### config.mk
export PLATFORM = sky130hd
export DESIGN_NAME = swm_cell
export DESIGN_NICKNAME = d
export VERILOG_FILES = /design/src/sliding_window_maximum_top_macros.svh /design/src/swm_pkg.sv /design/src/swm_cell.sv
export SDC_FILE = /design/constraint.sdc
export NUM_CORES = 1
export LEC_CHECK = 0
export BUFFER_PORTS_ARGS = -buffer_cell sky130_fd_sc_hd__buf_2
export CAP_MARGIN = 20
export CORE_MARGIN = 2
export CORE_UTILIZATION = 40
export CTS_BUF_LIST = sky130_fd_sc_hd__clkbuf_4
export CTS_CLUSTER_SIZE = 28
export DETAILED_ROUTE_END_ITERATION = 10
export PLACE_DENSITY = 0.75
export SLEW_MARGIN = 15
export SYNTH_ARGS = -nofsm -noshare
export SYNTH_HDL_FRONTEND = slang
export SYNTH_SLANG_ARGS = --single-unit
### constraint.sdc
create_clock -name clk -period 1.8 [get_ports clk]
set_input_delay 0.09 -clock clk [delete_from_list [all_inputs] [get_ports clk]]
set_output_delay 0.09 -clock clk [all_outputs]
set_load 0.005 [all_outputs]
### src/sliding_window_maximum_top_macros.svh
// ---------------------------------------------------------------------------
// Sliding window maximum: assertion macros
// Clocked assertion helpers, empty when SYNTHESIS is defined.
// ---------------------------------------------------------------------------
`ifndef SLIDING_WINDOW_MAXIMUM_TOP_MACROS_SVH
`define SLIDING_WINDOW_MAXIMUM_TOP_MACROS_SVH
`ifndef SYNTHESIS
// condition holds in the same cycle as the trigger
`define SWM_ASSERT_SAME(lbl, trig, cond, msg) \
  lbl: assert property (@(posedge clk) disable iff (rst) (trig) |-> (cond)) else $error(msg);
// condition holds in the cycle after the trigger
`define SWM_ASSERT_NEXT(lbl, trig, cond, msg) \
  lbl: assert property (@(posedge clk) disable iff (rst) (trig) |=> (cond)) else $error(msg);
`else
`define SWM_ASSERT_SAME(lbl, trig, cond, msg)
`define SWM_ASSERT_NEXT(lbl, trig, cond, msg)
`endif
`endif

### src/swm_pkg.sv
// ---------------------------------------------------------------------------
// Sliding window maximum: package
// Shared constants and types.
// ---------------------------------------------------------------------------
package swm_pkg;

  localparam int CFG_BITS = 7;

  typedef logic [CFG_BITS-1:0] cfg_t;

  // per-transfer control broadcast to every cell
  typedef struct packed {
    logic shift;  // input transfer this cycle
    logic flush;  // stored sequence ended, stored candidates are stale
  } ctrl_t;

endpackage

### src/swm_cell.sv
// ---------------------------------------------------------------------------
// Sliding window maximum: candidate cell
// Holds one sample of the shift line and its candidate flag.
// ---------------------------------------------------------------------------
module swm_cell #(
  parameter int SAMPLE_BITS = 32,
  parameter int W_BITS      = 7,
  parameter int AGE         = 0
) (
  input  logic                          clk,
  input  logic                          rst,
  input  swm_pkg::ctrl_t                ctrl,
  input  logic        [W_BITS-1:0]      w,
  input  logic signed [SAMPLE_BITS-1:0] sample,
  input  logic signed [SAMPLE_BITS-1:0] in_value,
  input  logic                          in_alive,
  output logic signed [SAMPLE_BITS-1:0] value,
  output logic                          alive,
  output logic                          fwd_alive
);
  import swm_pkg::*;

  // age of the incoming datum relative to the new sample
  localparam logic [W_BITS-1:0] AGE_V = W_BITS'(AGE);

  logic keep;

  // drop on expiry or when a strictly larger sample arrives
  assign keep      = in_alive && !(AGE_V >= w) && !(in_value < sample);
  assign fwd_alive = alive && !ctrl.flush;

  always_ff @(posedge clk) begin
    if (rst) begin
      alive <= 1'b0;
    end else if (ctrl.shift) begin
      alive <= keep;
    end
  end

  always_ff @(posedge clk) begin
    if (ctrl.shift) begin
      value <= in_value;
    end
  end

endmodule

==> flow_metrics.py <==
metrics = {
    "layout": {
        "final_common_cell": "buf_2",
        "antenna_cells": 0,
        "fill_cells": 357,
        "nNetsFinal": 419,
        "syn_to_final_growth_pct": 61.4,
        "final_cells": 365,
        "mostFrequentLayoutCells": "buf_2 (109), edfxtp_1 (32), inv_1 (31), dlygate4sd3_1 (31), ha_1 (28)",
        "final_area_sq_mm": 0.00296,
        "layout-drive-gt1-share_pct": 43.8,
        "final_core_util_pct": 67.6,
    },
    "cts": {
        "post_cts_buffers": 0,
        "clk_pin_slew_ns": 0.10,
        "clock_latency_ns": 0.33,
        "htree_num_levels": 2,
        "cts.path.max_buffers": 2,
        "cts_tree": "built",
        "root_buffer": "clkbuf_4",
        "numCtsBuffers": 5,
        "clock-sinks": 33,
    },
    "grt": {
        "grt_first_pass_wirelength_um": 7230,
        "grt_usage_pct": 18.1,
        "grt_pass1_vias": 1724,
        "antenna_found_initial": 0,
        "grt_max_degree": 18,
        "grt_overflow_total": 0,
    },
    "synthesis": {
        "synthArstFlopShare_pct": 0,
        "synth_top_area_cell": "edfxtp_1",
        "syn_inst": 155,
        "dominantRegCellSynth": "edfxtp_1",
        "ys_ff_latch": 33,
        "syn_avg_cell_area_sq_um": 11.9,
        "yosys.area_share.simple_pct": 9.26,
        "synth.net_count": 262,
        "netlist.area_leader.share_pct": 52.3,
        "synth-xor-area-share_pct": 0,
        "synth_fa_ha_area_share_pct": 21.1,
        "synth_compound_area_share_pct": 9.88,
        "syn-cell-area_sq_mm": 0.00184,
        "synth_edf_count": 32,
        "synth_mux_area_share_pct": 0,
        "ys_types": 27,
        "yosysWarnings": 0,
        "synth_top_family_by_area": "adder cells",
        "yosys-top-cells-area": "edfxtp_1 (52%), ha_1 (21%), inv_1 (6.3%)",
        "yosysSeqAreaShare_pct": 53.4,
    },
    "power_and_ir_drop": {
        "cellLeakagePower_uw": 0.00148,
        "ir_worst_vdd_mv": 0.285,
        "p_per_area_mw_per_mm2": 598,
        "p_seq_share_pct": 52.0,
        "power.switching_uw": 444,
        "p_clk_share_pct": 23.8,
        "fin_total_pwr_uw": 1770,
        "swShare_pct": 25.1,
        "power.internal_uw": 1330,
        "pwr-share-comb_pct": 24.2,
    },
    "timing": {
        "tightest_slew_ns": 0.408,
        "max_freq_mhz": 572,
        "relSlewSlack_pct": 72.5,
        "fin_crit_ns": 1.75,
        "drv_slew": 0,
        "skew_ns": 0,
        "setup_viol": 0,
        "fin_setup_tns_ns": 0,
        "post-route-period-util_pct": 97.2,
        "hold_viol_final": 0,
    },
    "setup_path": {
        "max_stage_delay_ns": 0.56,
        "worstSetupPathType": "primary input to flop",
        "path_delay_family": "simple AND/OR/NAND/NOR gates",
        "crit_path_max_fanout": 2,
        "cpMaxStageDelayCell": "or4_4",
        "path_cells": "dlygate4sd3_1 -> buf_2 -> ha_1 -> nand4_1 -> or4_4 -> o22ai_4 -> a22oi_2 -> o211ai_2",
        "path_buf_inv": 2,
        "end_kind": "flop",
        "required_ns": 2.07,
        "cp.arrival_ns": 2.01,
        "cp-start-kind": "primary input",
    },
    "routing": {
        "drcViolationCount": 0,
        "first_pass_iters": 4,
        "wirelength_um": 4560,
        "routed-wl-met3_um": 405,
        "wl_met2_um": 2370,
        "detail-route-antenna-nets": 0,
        "highest_layer": "met4",
        "wl_per_cell_um": 12.5,
        "via_per_inst": 4.76,
        "drtIter0Drc": 35,
        "wl_met1_um": 1700,
        "vias": 1736,
    },
    "floorplanning": {
        "die_w_um": 71.8,
        "start_util_pct": 41.9,
        "num_rows": 24,
        "fp.dieArea_sq_mm": 0.00515,
        "die_height_um": 71.8,
        "io_pins": 110,
        "core_area_sq_mm": 0.00438,
    },
    "flow_run": {
        "max_cap_violations": 0,
    },
    "placed_design": {
        "hpwlAfterDp_um": 3380,
        "port_buffers": 109,
        "placed_cell_area_sq_mm": 0.00255,
        "dp_cells": 326,
        "gp_congestion": 0.692,
    },
    "hold_path": {
        "hold_class": "primary input to flop",
    },
    "status": {
        "status": "completed",
    },
}
==> what timing repair did <==
action                                  4_1_cts  5_1_grt
resized for setup                             0        7
hold endpoints to repair                     31        0
hold buffers                                 31        0
endpoints found under the setup margin        0        1
==> per-layer routing <==
layer | track usage (%) | up-vias
met2 | 32.6 | 80
met4 | 6.50 | 0
met1 | 20.2 | 771
met5 | 0 | -
li1 | - | 876
met3 | 5.34 | 9
==> worst paths after layout <==
| kind | startpoint | to | slack (ns) | depth (start not counted) |
|---|---|---|---|---|
| max | in_value[13] | alive | 0.05 | 8 |
| min | in_value[20] | value[20] | 0.05 | 2 |
| max reg2reg | alive | alive | 1.21 | 2 |
| min reg2reg | alive | alive | 0.52 | 2 |
==> cell usage after synthesis, types with 2 or more instances <==
master,instances
nor3_1,2
inv_1,31
nor4_1,2
nor2_1,3
or4_1,3
ha_1,31
nand4_1,4
a21oi_1,13
nand2_1,11
o21ai_0,5
edfxtp_1,32
nand2b_1,2
nand3_1,2
==> kinds of logic after synthesis <==
kind of cell	Yosys count
buf+inv	31
simple gates	32
flops	33
compound gates	28
fa+ha+maj	31
==> through the flow <==
stage	hold slack (ns)	worst slack [ns]
after floorplan	0.189	0.0145
after global placement	0.286	-0.114
after detailed placement	0.285	-0.181
after CTS	0.0433	0.0197
after global routing	0.0443	-0.0144
final	0.0527	0.0511
==> state kept, by name, indices dropped and copies added, names as in the netlist <==
name	cells
value	32
alive	1
==> final cells by class <==
type | count | area [sq um] | share of cell area, %
clock inverters | 1 | 3.75 | 0.127
well taps | 52 | 65.1 | 2.20
flip-flops and latches | 33 | 981 | 33.1
inverters | 31 | 116 | 3.93
clock buffers | 7 | 52.6 | 1.77
repair buffers | 150 | 931 | 31.4
multi-input cells | 91 | 815 | 27.5
==> power by group through the flow <==
stage | clock network [uW] | registers, uW | logic [uW]
CTS | 445 | 921 | 417
detailed placement | 0 | 939 | 364
finish | 421 | 921 | 429
global placement | 0 | 936 | 356
global route | 464 | 928 | 485
floorplan | 0 | 950 | 139
Power figures use the tool's default switching activity.
